[config.mk]
export PLATFORM = sky130hd
export DESIGN_NAME = max_cardinality_search_queue
export DESIGN_NICKNAME = d
export VERILOG_FILES = /design/src/sv/mcsq_pkg.sv /design/src/sv/mcsq_ram.sv /design/src/sv/mcsq_argmax.sv /design/src/sv/max_cardinality_search_queue.sv
export SDC_FILE = /design/constraint.sdc
export NUM_CORES = 2
export LEC_CHECK = 0
export BUFFER_PORTS_ARGS = -buffer_cell sky130_fd_sc_hd__clkbuf_2
export CORE_UTILIZATION = 50
export CTS_CLUSTER_SIZE = 16
export DETAILED_ROUTE_END_ITERATION = 7
export PLACE_DENSITY = 0.77
export SLEW_MARGIN = 10
export SYNTH_ARGS = -nofsm -noshare
export SYNTH_HDL_FRONTEND = slang
export SYNTH_SLANG_ARGS = --single-unit
[constraint.sdc]
create_clock -name clk -period 18.89 [get_ports clk]
set_clock_uncertainty 0.15 [all_clocks]
set_input_delay 5.667 -clock clk [delete_from_list [all_inputs] [get_ports clk]]
set_output_delay 5.667 -clock clk [all_outputs]
set_load 0.01 [all_outputs]
[src/sv/mcsq_pkg.sv]
// Shared constants, codes and types of the maximum cardinality search queue.
package mcsq_pkg;

  // Sizes of the vertex store and of the item fields.
  localparam int MAX_VERTICES = 256;
  localparam int SLOTS        = 256;
  localparam int VTX_W        = 8;
  localparam int WGT_W        = 9;
  localparam int CNT_W        = 9;

  // One store entry: the weight in the low bits, the removed mark on top.
  localparam int ENTRY_W      = WGT_W + 1;

  // Item modes.
  localparam logic [1:0] MODE_RESTART = 2'd0;
  localparam logic [1:0] MODE_POP     = 2'd1;
  localparam logic [1:0] MODE_INC     = 2'd2;

  // Error codes.
  localparam logic [1:0] ERR_NONE  = 2'd0;
  localparam logic [1:0] ERR_EMPTY = 2'd1;
  localparam logic [1:0] ERR_RANGE = 2'd2;

  // Sequencer states.
  typedef enum logic [1:0] {
    ST_IDLE,
    ST_SCAN,
    ST_INC,
    ST_FINISH
  } state_t;

  // Control of the shared compare unit.
  typedef struct packed {
    logic clear;
    logic en;
    logic live;
  } amax_ctl_t;

endpackage

[src/sv/mcsq_ram.sv]
// Generic single-port-write, single-port-read RAM with registered read data.
module mcsq_ram #(
  parameter int WIDTH = 8,
  parameter int DEPTH = 256
) (
  input  logic                     clk,
  input  logic                     wr_en,
  input  logic [$clog2(DEPTH)-1:0] wr_addr,
  input  logic [WIDTH-1:0]         wr_data,
  input  logic [$clog2(DEPTH)-1:0] rd_addr,
  output logic [WIDTH-1:0]         rd_data
);

  logic [WIDTH-1:0] mem [DEPTH];

  // Write port and registered read port.
  always_ff @(posedge clk) begin
    if (wr_en) begin
      mem[wr_addr] <= wr_data;
    end
    rd_data <= mem[rd_addr];
  end

endmodule

[src/sv/mcsq_argmax.sv]
// Shared compare unit: tracks the heaviest live vertex and the runner-up weight.
module mcsq_argmax (
  input  logic                      clk,
  input  logic                      rst_n,
  input  mcsq_pkg::amax_ctl_t       ctl,
  input  logic [mcsq_pkg::WGT_W-1:0] weight,
  input  logic [mcsq_pkg::VTX_W-1:0] idx,
  output logic                      found,
  output logic [mcsq_pkg::VTX_W-1:0] best_idx,
  output logic [mcsq_pkg::WGT_W-1:0] best_w,
  output logic [mcsq_pkg::WGT_W-1:0] second_w
);
  import mcsq_pkg::*;

  logic             found_r, found_nxt;
  logic [VTX_W-1:0] best_idx_r, best_idx_nxt;
  logic [WGT_W-1:0] best_w_r, best_w_nxt;
  logic [WGT_W-1:0] second_w_r, second_w_nxt;

  // One element per cycle; only a strictly greater weight takes the lead, so
  // the lowest index wins a tie and an equal weight becomes the runner-up.
  always_comb begin
    found_nxt    = found_r;
    best_idx_nxt = best_idx_r;
    best_w_nxt   = best_w_r;
    second_w_nxt = second_w_r;
    if (ctl.clear) begin
      found_nxt    = 1'b0;
      second_w_nxt = '0;
    end else if (ctl.en && ctl.live) begin
      if (!found_r || (weight > best_w_r)) begin
        found_nxt    = 1'b1;
        best_idx_nxt = idx;
        best_w_nxt   = weight;
        if (found_r) begin
          second_w_nxt = best_w_r;
        end
      end else if (weight > second_w_r) begin
        second_w_nxt = weight;
      end
    end
  end

  always_ff @(posedge clk) begin
    if (!rst_n) begin
      found_r    <= 1'b0;
      second_w_r <= '0;
    end else begin
      found_r    <= found_nxt;
      second_w_r <= second_w_nxt;
    end
    best_idx_r <= best_idx_nxt;
    best_w_r   <= best_w_nxt;
  end

  assign found    = found_r;
  assign best_idx = best_idx_r;
  assign best_w   = best_w_r;
  assign second_w = second_w_r;

  // The runner-up never outweighs the leader.
  a_order: assert property (@(posedge clk) disable iff (!rst_n)
    found_r |-> (second_w_r <= best_w_r))
    else $error("runner-up weight above leader");

  // Without a leader there is no runner-up.
  a_empty: assert property (@(posedge clk) disable iff (!rst_n)
    !found_r |-> (second_w_r == '0))
    else $error("runner-up weight without leader");

  // A live element seen after the clear always yields a leader.
  a_take: assert property (@(posedge clk) disable iff (!rst_n)
    (ctl.en && ctl.live && !ctl.clear) |=> found_r)
    else $error("live element left no leader");

endmodule

[src/sv/max_cardinality_search_queue.sv]
// Top level of the maximum cardinality search weight queue.
//
//  channel | direction | signals                      | contents (low bit up)
//  --------+-----------+------------------------------+------------------------------
//  in      | sink      | in_tvalid/in_tready/in_tdata | mode[1:0], vertex[9:2]
//  out     | source    | out_tvalid/out_tready/       | popped_vertex[7:0], error[9:8],
//          |           | out_tdata/out_tuser          | peak_weight[18:10], remaining[27:19];
//          |           |                              | tuser: pop_valid
//  cfg     | sink      | cfg_valid/cfg_ready/cfg_data | vertex_count[8:0]
//
// A restart, an unused mode or an out-of-range increment goes from idle to finish,
// other increments via the increment state, a non-empty pop via the scan, which walks
// the store (each vertex's weight and removed mark) one vertex per cycle through
// one shared compare unit. One item is in work at a time; a stalled result holds
// the sequencer in its last state and the next item is accepted once it is idle.
// The synchronous reset clears the queue as a restart with 256 vertices would;
// configuration writes are taken in every cycle.
module max_cardinality_search_queue (
  input  logic        clk,
  input  logic        rst_n,
  input  logic        in_tvalid,
  output logic        in_tready,
  input  logic [15:0] in_tdata,   // mode[1:0], vertex[9:2]
  output logic        out_tvalid,
  input  logic        out_tready,
  output logic [31:0] out_tdata,  // popped_vertex[7:0], error[9:8], peak_weight[18:10],
                                  // remaining[27:19]
  output logic [0:0]  out_tuser,  // pop_valid[0]
  input  logic        cfg_valid,
  output logic        cfg_ready,
  input  logic [8:0]  cfg_data    // vertex_count[8:0]
);
  import mcsq_pkg::*;

  state_t             state_r, state_nxt;
  logic [CNT_W-1:0]   vcount_r, vcount_nxt;
  logic [CNT_W-1:0]   active_r, active_nxt;
  logic [CNT_W-1:0]   live_r, live_nxt;
  logic [WGT_W-1:0]   top_r, top_nxt;
  logic [SLOTS-1:0]   wvalid_r, wvalid_nxt;
  logic [CNT_W-1:0]   idx_r, idx_nxt;
  logic               cmp_v_r, cmp_v_nxt;
  logic [VTX_W-1:0]   cmp_idx_r, cmp_idx_nxt;
  logic [VTX_W-1:0]   vtx_r, vtx_nxt;
  logic [VTX_W-1:0]   res_pop_r, res_pop_nxt;
  logic               res_valid_r, res_valid_nxt;
  logic [1:0]         res_err_r, res_err_nxt;
  logic               out_tvalid_r, out_tvalid_nxt;
  logic [31:0]        out_tdata_r, out_tdata_nxt;
  logic [0:0]         out_tuser_r, out_tuser_nxt;

  logic               accept;
  logic [1:0]         in_mode;
  logic [VTX_W-1:0]   in_vertex;
  logic               out_free;
  logic               scan_done;
  logic [CNT_W-1:0]   clamped;
  logic [ENTRY_W-1:0] rd_data;
  logic [VTX_W-1:0]   rd_addr;
  logic               wr_en;
  logic [VTX_W-1:0]   wr_addr;
  logic [ENTRY_W-1:0] wr_data;
  logic               cur_removed;
  logic [WGT_W-1:0]   cur_w;
  logic [WGT_W-1:0]   inc_w;
  logic               cmp_removed;
  logic [WGT_W-1:0]   cmp_w;
  amax_ctl_t          amax_ctl;
  logic               am_found;
  logic [VTX_W-1:0]   am_best_idx;
  logic [WGT_W-1:0]   am_best_w;
  logic [WGT_W-1:0]   am_second_w;

  // Handshake and field decode.
  assign accept    = in_tvalid && in_tready;
  assign in_tready = (state_r == ST_IDLE);
  assign in_mode   = in_tdata[1:0];
  assign in_vertex = in_tdata[9:2];
  assign out_free  = !out_tvalid_r || out_tready;
  assign cfg_ready = 1'b1;
  assign scan_done = (idx_r >= active_r) && !cmp_v_r;

  // Vertex count as applied at restart: zero acts as one, the store caps it.
  always_comb begin
    clamped = vcount_r;
    if (vcount_r == '0) begin
      clamped = CNT_W'(1);
    end else if (vcount_r > CNT_W'(SLOTS)) begin
      clamped = CNT_W'(SLOTS);
    end
  end

  // Vertex store; an entry without its written bit reads as weight zero, live.
  assign rd_addr     = (state_r == ST_IDLE) ? in_vertex : idx_r[VTX_W-1:0];
  assign cur_removed = wvalid_r[vtx_r] && rd_data[WGT_W];
  assign cur_w       = wvalid_r[vtx_r] ? rd_data[WGT_W-1:0] : '0;
  assign inc_w       = (cur_w < WGT_W'(MAX_VERTICES)) ? (cur_w + WGT_W'(1)) : cur_w;
  assign cmp_removed = wvalid_r[cmp_idx_r] && rd_data[WGT_W];
  assign cmp_w       = wvalid_r[cmp_idx_r] ? rd_data[WGT_W-1:0] : '0;

  // Store writes: an increment saves the new weight, a pop marks its vertex removed.
  always_comb begin
    wr_en   = 1'b0;
    wr_addr = vtx_r;
    wr_data = {1'b0, inc_w};
    if ((state_r == ST_INC) && !cur_removed) begin
      wr_en = 1'b1;
    end else if ((state_r == ST_SCAN) && scan_done && am_found) begin
      wr_en   = 1'b1;
      wr_addr = am_best_idx;
      wr_data = {1'b1, am_best_w};
    end
  end

  mcsq_ram #(
    .WIDTH (ENTRY_W),
    .DEPTH (SLOTS)
  ) u_wgt_ram (
    .clk     (clk),
    .wr_en   (wr_en),
    .wr_addr (wr_addr),
    .wr_data (wr_data),
    .rd_addr (rd_addr),
    .rd_data (rd_data)
  );

  // Compare unit fed one stored vertex per cycle during a pop scan.
  always_comb begin
    amax_ctl.clear = accept && (in_mode == MODE_POP);
    amax_ctl.en    = cmp_v_r;
    amax_ctl.live  = !cmp_removed;
  end

  mcsq_argmax u_argmax (
    .clk      (clk),
    .rst_n    (rst_n),
    .ctl      (amax_ctl),
    .weight   (cmp_w),
    .idx      (cmp_idx_r),
    .found    (am_found),
    .best_idx (am_best_idx),
    .best_w   (am_best_w),
    .second_w (am_second_w)
  );

  // Sequencer next state.
  always_comb begin
    state_nxt = state_r;
    case (state_r)
      ST_IDLE: begin
        if (accept) begin
          case (in_mode)
            MODE_POP: begin
              state_nxt = (live_r == '0) ? ST_FINISH : ST_SCAN;
            end
            MODE_INC: begin
              if (CNT_W'(in_vertex) >= active_r) begin
                state_nxt = ST_FINISH;
              end else begin
                state_nxt = ST_INC;
              end
            end
            default: state_nxt = ST_FINISH;
          endcase
        end
      end
      ST_SCAN: begin
        if (scan_done) begin
          state_nxt = ST_FINISH;
        end
      end
      ST_INC:    state_nxt = ST_FINISH;
      ST_FINISH: begin
        if (out_free) begin
          state_nxt = ST_IDLE;
        end
      end
      default:   state_nxt = ST_IDLE;
    endcase
  end

  // Datapath and queue state updates.
  always_comb begin
    vcount_nxt     = vcount_r;
    active_nxt     = active_r;
    live_nxt       = live_r;
    top_nxt        = top_r;
    wvalid_nxt     = wvalid_r;
    idx_nxt        = idx_r;
    cmp_v_nxt      = 1'b0;
    cmp_idx_nxt    = cmp_idx_r;
    vtx_nxt        = vtx_r;
    res_pop_nxt    = res_pop_r;
    res_valid_nxt  = res_valid_r;
    res_err_nxt    = res_err_r;
    out_tvalid_nxt = out_tvalid_r && !out_tready;
    out_tdata_nxt  = out_tdata_r;
    out_tuser_nxt  = out_tuser_r;

    if (cfg_valid && cfg_ready) begin
      vcount_nxt = cfg_data;
    end

    case (state_r)
      ST_IDLE: begin
        if (accept) begin
          vtx_nxt       = in_vertex;
          res_pop_nxt   = '0;
          res_valid_nxt = 1'b0;
          res_err_nxt   = ERR_NONE;
          case (in_mode)
            MODE_RESTART: begin
              wvalid_nxt  = '0;
              active_nxt  = clamped;
              live_nxt    = clamped;
              top_nxt     = '0;
            end
            MODE_POP: begin
              if (live_r == '0) begin
                res_err_nxt = ERR_EMPTY;
              end
              idx_nxt = '0;
            end
            MODE_INC: begin
              if (CNT_W'(in_vertex) >= active_r) begin
                res_err_nxt = ERR_RANGE;
              end
            end
            default: ;
          endcase
        end
      end
      ST_SCAN: begin
        // Issue one read a cycle; the compare stage follows in the next cycle.
        if (idx_r < active_r) begin
          cmp_v_nxt   = 1'b1;
          cmp_idx_nxt = idx_r[VTX_W-1:0];
          idx_nxt     = idx_r + CNT_W'(1);
        end else if (scan_done && am_found) begin
          wvalid_nxt[am_best_idx] = 1'b1;
          live_nxt                = live_r - CNT_W'(1);
          top_nxt                 = am_second_w;
          res_pop_nxt             = am_best_idx;
          res_valid_nxt           = 1'b1;
        end
      end
      ST_INC: begin
        // A removed vertex keeps its weight.
        if (!cur_removed) begin
          wvalid_nxt[vtx_r] = 1'b1;
          if (inc_w > top_r) begin
            top_nxt = inc_w;
          end
        end
      end
      ST_FINISH: begin
        if (out_free) begin
          out_tvalid_nxt = 1'b1;
          out_tdata_nxt  = {4'd0, live_r, ((live_r == '0) ? WGT_W'(0) : top_r),
                            res_err_r, res_pop_r};
          out_tuser_nxt  = res_valid_r;
        end
      end
      default: ;
    endcase
  end

  // Registers.
  always_ff @(posedge clk) begin
    if (!rst_n) begin
      state_r      <= ST_IDLE;
      vcount_r     <= CNT_W'(SLOTS);
      active_r     <= CNT_W'(SLOTS);
      live_r       <= CNT_W'(SLOTS);
      top_r        <= '0;
      wvalid_r     <= '0;
      cmp_v_r      <= 1'b0;
      out_tvalid_r <= 1'b0;
    end else begin
      state_r      <= state_nxt;
      vcount_r     <= vcount_nxt;
      active_r     <= active_nxt;
      live_r       <= live_nxt;
      top_r        <= top_nxt;
      wvalid_r     <= wvalid_nxt;
      cmp_v_r      <= cmp_v_nxt;
      out_tvalid_r <= out_tvalid_nxt;
    end
    idx_r       <= idx_nxt;
    cmp_idx_r   <= cmp_idx_nxt;
    vtx_r       <= vtx_nxt;
    res_pop_r   <= res_pop_nxt;
    res_valid_r <= res_valid_nxt;
    res_err_r   <= res_err_nxt;
    out_tdata_r <= out_tdata_nxt;
    out_tuser_r <= out_tuser_nxt;
  end

  assign out_tvalid = out_tvalid_r;
  assign out_tdata  = out_tdata_r;
  assign out_tuser  = out_tuser_r;

  // The live count never exceeds the vertices in use.
  a_count: assert property (@(posedge clk) disable iff (!rst_n)
    live_r <= active_r)
    else $error("live count above vertices in use");

  // The vertices in use stay within the store.
  a_active: assert property (@(posedge clk) disable iff (!rst_n)
    (active_r != '0) && (active_r <= CNT_W'(SLOTS)))
    else $error("vertex count out of range");

  // A pop scan only ends with a leader found, since it starts with live vertices.
  a_scan: assert property (@(posedge clk) disable iff (!rst_n)
    ((state_r == ST_SCAN) && scan_done) |-> am_found)
    else $error("pop scan found no live vertex");

  // A finished item is only handed over once the result register is free.
  a_hand: assert property (@(posedge clk) disable iff (!rst_n)
    ((state_r == ST_FINISH) && !out_free) |=> (state_r == ST_FINISH))
    else $error("result dropped while output stalled");

endmodule
After elaboration in Yosys (flattened, before gate mapping)
Memory sizes are Yosys's and may differ from the RTL's. A register that Yosys moved wholly into a read port is not among the register bits.
Cells that the tools add are included.

word-level totals
  register bits = 388
  word-level logic and storage cells = 169
  input bits = 30
  memories kept = 1
  output and inout port bits = 36
  memory bits (writable) = 2,560

operators by class
  $lt $le $gt $ge = 13
  reductions and logical operators = 43
  equality and inequality tests = 16
  add/subtract/negate cells = 3
  bitwise gates (word level) = 4
  mux-type cells = 68

memory list
  memory         depth  width  read ports  clocked after memory_dff  wr ports  RTL line        RTL
  u_wgt_ram.mem  256    10     1           1                         1         mcsq_ram.sv:14  logic [WIDTH-1:0] mem [DEPTH];

operators with widths
  cell                 number
  $mux 256             5
  $pmux 256 s3         1
  $or 256x256->256     2
  $mux 9               21
  $mux 8               6
  $pmux 9 s2           2
  $gt 9x9->1           3
  $lt 8x9->1 const B   3
  $pmux 9 s3           1
  $mux 10              2
  $add 9x1->9 const B  2
  $logic_not 9->1      2
  $bmux 1 s8           2
  $demux 1 s8          2
  $ge 8x1->1 const B   2
  $mux 1               16
  $pmux 8 s2           1
  $ne 2x1->1 const B   7
  $logic_and 1x1->1    13
  $reduce_and 3->1     4
  $mux 2               5
  $reduce_and 2->1     5
  $ge 8x9->1           1
  $ge 9x9->1           1
  other kinds (21)     38

Logic depth before layout (Yosys ltp)
  depth after elaboration = 9
  gate-level depth with buffers = 25
  gate-level depth less buffers = 20

Hierarchy
From an unflattened synthesis, not the netlist that was laid out.

second synthesis, totals
  cells, all modules = 6,870
  area, all modules = 120,883.4 µm²

modules (own cells, without submodules)
  module                        cells each  sequential area each (µm²)  area each (µm²)  times used
  mcsq_ram                      4,642       77,073.9                    99,253.9         1
  max_cardinality_search_queue  2,101       7,877.6                     20,131.8         1
  mcsq_argmax                   127         710.7                       1,497.7          1

Least setup slack after synthesis
No wires, ideal clock.

  path kind = flip-flop to flip-flop
  start = register vtx_r[0]
  end = memory u_wgt_ram.mem[0][3] in the netlist's numbering (data pin)
  setup slack = 4.096 ns
  path buffers = 6
  data required time = 16.552 ns
  arrival = 12.456 ns
  library setup time = 2.188 ns
  clock period less this slack = 14.794 ns
  stages on the path, launching flop included = 15
  cell sequence = edfxtp_1 > buf_2 > buf_4 > buf_4 > buf_2 > and2b_1 > a22oi_1 > nand3_1 > a41oi_1 > a2111o_1 > nand3_1 > a21o_1 > buf_2 > buf_2 > o21ai_0

between the ends
  longest elaborated chain between the ends = 7
  elaborated cells on any way between the ends = 11
  those cells by class = 1 x add/sub; 1 x order compare; 6 x mux; 3 x reduce/logical

RTL lines
  element                                           RTL line                                                                RTL
  start: declaration                                max_cardinality_search_queue.sv:44                                      logic [VTX_W-1:0] vtx_r, vtx_nxt;
  start signal: assignment                          max_cardinality_search_queue.sv:291                                     vtx_r <= vtx_nxt;
  $bmux 1 s8 *                                      max_cardinality_search_queue.sv:95, max_cardinality_search_queue.sv:96
  $mux 1 (implied by the code) *                    max_cardinality_search_queue.sv:95, max_cardinality_search_queue.sv:96
  $mux 9                                            max_cardinality_search_queue.sv:96                                      assign cur_w = wvalid_r[vtx_r] ? rd_data[WGT_W-1:0] : '0;
  $add 9x1->9 / $lt 9x9->1 (equally long branches)  max_cardinality_search_queue.sv:97                                      assign inc_w = (cur_w < WGT_W'(MAX_VERTICES)) ? (cur_w + WGT_W'(1)) : cur_w;
  $mux 9                                            max_cardinality_search_queue.sv:97
  $mux 10                                           max_cardinality_search_queue.sv:108                                     end else if ((state_r == ST_SCAN) && scan_done && am_found) begin
  $mux 10 *                                         max_cardinality_search_queue.sv:106                                     if ((state_r == ST_INC) && !cur_removed) begin
  net u_wgt_ram.wr_data[3]                          mcsq_ram.sv:9                                                           input logic [WIDTH-1:0] wr_data,
  end: declaration                                  mcsq_ram.sv:14

The timed path passes the listed nets; every way through them passes the cells marked *. The select of a mux whose other input is x is not followed.

Worst setup path after layout
  start = input in_tdata[3]
  end = register u_wgt_ram.rd_data[1] (read register of u_wgt_ram.mem)

between the ends
  longest elaborated chain between the ends = 1

RTL lines
  element             RTL line                            RTL
  start: declaration  max_cardinality_search_queue.sv:23  input logic [15:0] in_tdata,
  $mux 8              max_cardinality_search_queue.sv:94  assign rd_addr = (state_r == ST_IDLE) ? in_vertex : idx_r[VTX_W-1:0];
  end: declaration    mcsq_ram.sv:11                      output logic [WIDTH-1:0] rd_data

No other way between the ends.
A chain may end at the register's enable or synchronous reset.

==> summary.txt <==
Outcome
  • Status: completed

Critical path
  • CP startpoint kind: primary input
  • Worst Path Buf+Inv: 4
  • Critical-path cell list: clkbuf_2, mux2_8, buf_4, buf_4, buf_4, mux4_2, and2_1, a211oi_1, a31oi_1, a21oi_1, a21oi_1, mux2i_1, mux2i_1
  • Worst Setup SP: in_tdata[3]
  • CP Data Required Time: 19.54 ns
  • Crit Reg-Reg Endpoint: u_wgt_ram.mem[58][4]$_DFFE_PP_
  • Delay-heaviest family, CP: buffers and inverters
  • Largest stage delay on the critical path: 0.78 ns
  • CP max stage cell: buf_4
  • RR Startpoint: vtx_r[1]$_DFFE_PP_
  • Setup slack, reg-to-reg: 10.12 ns
  • Cell mode on critical path: buf_4
  • CP Class: in2reg
  • CP endpoint kind: flop
  • Worst path depth: 13
  • Crit path max fanout: 81
  • Critical Path AT: 11.06 ns
  • Critical Path Sink: u_wgt_ram.rd_data[1]$_DFF_P_
  • Reg2Reg Depth: 14

Clocking
  • Clock transition at path regs: 0.06 ns
  • Clock Latency Late Sink: 0.97 ns
  • Clock root buffer: clkbuf_16
  • TritonCTS clock tree: yes
  • Post_cts resized: 0
  • Htree depth: 5
  • Hold_buf cts: 0
  • CTS Sinks: 2958
  • CTS buffer count: 303
  • Maximum buffer depth of the clock tree: 4
  • Setup bufs post-CTS: 0

Finish
  • Area Growth Syn to Fin: 10.3%
  • Share of cells above drive strength 1: 0.186
  • Reg area: 85700 µm²
  • Fillers: 17500
  • Final net count: 7232
  • Footprint of the multi-input gates: 33900 µm²
  • Post-Route Utilization: 0.557
  • Non-filler cells, final: 10500

Floorplanning
  • DIE AREA: 246000 µm²
  • Rows: 180
  • Starting density of the core: 0.505
  • Core region area: 241000 µm²
  • Die width: 496 µm
  • Io pins: 66
  • Die height: 496 µm

Job
  • Max cap viols: 0

Yosys
  • Most common cell in the netlist: edfxtp_1
  • Cell area after synthesis: 122000 µm²
  • Seq/Total Area, Yosys: 0.703
  • Main flop type after synthesis: edfxtp_1
  • Post-synth EDFFs: 2642
  • Async set-reset flop share out of synthesis: 0
  • Count of cell types in the netlist: 73
  • Commonest cells post-synth: edfxtp_1 (2642), mux4_2 (751), nor2_1 (665)
  • Post-Syn Instances: 7241
  • Synth Warn #: 0
  • Number of synthesized register bits: 2958
  • Dominant cell type by area after synthesis: edfxtp_1
  • Share of the synthesized area in the top cell type: 0.651
  • Top cells by area in the synthesized netlist: edfxtp_1 (65%), mux4_2 (14%), dfxtp_1 (5.2%), nor2_1 (2.0%), a21oi_1 (1.5%)
  • Syn avg cell area: 16.8 µm²

Placed design
  • Final HPWL DP: 174 mm
  • Placed insts: 10000
  • Buffers on Ports: 54
  • DP Worst Slack: 7.49 ns
  • GP Congestion: 0.912

STA
  • Setup ws final: 8.48 ns
  • Worst slew pin tran: 1.32 ns
  • Clock period minus worst slack: 10.41 ns
  • Fmax: 96.1 MHz
  • Hold Fails Final Rpt: 0
  • Slew Limit Fails: 0
  • Total negative slack: 0 ns
  • Final setup violation count: 0
  • RSZ-0062 raised after global routing: no
  • Slew Limit Headroom: 0.120
  • Final period utilization: 0.551

Hold path
  • Worst min path class: reg2reg
  • Hold Startpoint: res_pop_r[7]$_SDFFCE_PN0P_

Route
  • DR DRC count: 0
  • Drt first pass iters: 6
  • Routed vias: 70700
  • Vias/cell: 6.70
  • Detail Route Antenna Nets: 0
  • Wire per inst: 30.1 µm
  • Violation count after the first detailed-route iteration: 10800
  • Post-Route WL: 318 mm

Global route
  • Overflow after GRT: 0
  • Vias in the first global route: 70100
  • Largest net degree at the start of global routing: 257
  • First-pass GRT wire length: 463 mm
  • Initial antenna violation count: 4
  • GRT Overall Usage: 0.256

Power and ir drop
  • Peak supply drop: 0.000243 V
  • Lkg Pwr: 42.0 nW
  • Power Density: 144 nW/µm²
cells in the final DEF, fill, tap and decap left out, types with 82 or more instances in the layout:
cell / n
a311oi_1: 82
inv_1: 86
a21oi_1: 357
and2_1: 179
nor2_1: 664
buf_4: 89
o22ai_1: 269
clkbuf_16: 313
nand2_1: 441
edfxtp_1: 2642
a211oi_1: 209
dfxtp_1: 316
mux2i_1: 155
mux4_2: 751
a31oi_1: 96
worst min-delay path by stage:
| stage | slack, ns | cells after the start | to |
|---|---|---|---|
| after global routing | 0.27 | 0 | out_tdata[7]$_DFFE_PP_ |
| after global placement | 0.26 | 0 | out_tdata[5]$_DFFE_PP_ |
| final | 0.26 | 0 | out_tdata[7]$_DFFE_PP_ |
| after CTS | 0.27 | 0 | out_tdata[7]$_DFFE_PP_ |
| after floorplan | 0.25 | 0 | out_tdata[0]$_DFFE_PP_ |
| after detailed placement | 0.26 | 0 | out_tuser$_DFFE_PP_ |
kinds of logic (layout without fill, tap and decap cells):
group | Yosys count | count (layout) | synth area share
xor gates and xnor gates | 10 | 10 | 0.000719
DFF | 2958 | 2958 | 0.703
other | 2 | 9 | 0.0000616
and+or+nand+nor | 1449 | 1449 | 0.0514
adders and majority gates | 54 | 54 | 0.00554
buffers and inverters | 646 | 762 | 0.0215
muxes | 931 | 931 | 0.154
AOI/OAI and AO/OA | 1191 | 1191 | 0.0642
state kept, by name (all words and copies together) (netlist names), 2 cells and up:
register and count:
active_r 9, cmp_idx_r 8, idx_r 9, live_r 9, out_tdata 28, res_err_r 2
res_pop_r 8, state_r 2, top_r 9, u_argmax.best_idx 8, u_argmax.best_w 9, u_argmax.second_w 9
u_wgt_ram.mem 2560, u_wgt_ram.rd_data 10, vcount_r 9, vtx_r 8, wvalid_r 256
stage by stage:
step                      area, µm²  hold slack [ns]  total power, mW
after floorplan              122000            0.250             11.8
final                        134000            0.265             19.3
after detailed placement     125000            0.256             13.5
after global placement       125000            0.259             13.4
after CTS                    134000            0.266             19.3
after global routing         134000            0.265             19.8
report_power, final:
part | total [mW] | switching (mW) | internal [mW]
combinational | 5.42 | 3.74 | 1.68
sequential | 8.11 | 0.0803 | 8.03
clock | 5.78 | 2.47 | 3.31
worst register-to-register path, cell delays in order, from the launching register on:
cell	delay [ns]
edfxtp_1	0.33
buf_4	0.51
buf_4	0.73
mux4_2	0.41
mux2_2	0.15
o22ai_1	0.11
a2111oi_0	0.71
a2111o_1	0.39
nand3_1	0.66
a21o_4	0.57
inv_8	0.58
buf_4	1.00
buf_4	0.76
mux2i_1	0.41
nor2_1	0.90
layer usage:
layer	vias to the layer above	GRT usage	wire length, µm
li1	28700	-	-
met1	35700	0.340	113000
met2	5188	0.403	150000
met3	1053	0.0552	36800
met4	4	0.123	17600
met5	-	0	26
cell type report:
type,count,share of cell area
flip-flops and latches,2958,0.637
multi-input cells,3640,0.252
clock buffers,378,0.0607
well taps,3185,0.0296
repair buffers,157,0.00912
clock inverters,139,0.00871
inverters,88,0.00251
diodes,4,0.0000745
(Power assumes the default switching activity.)
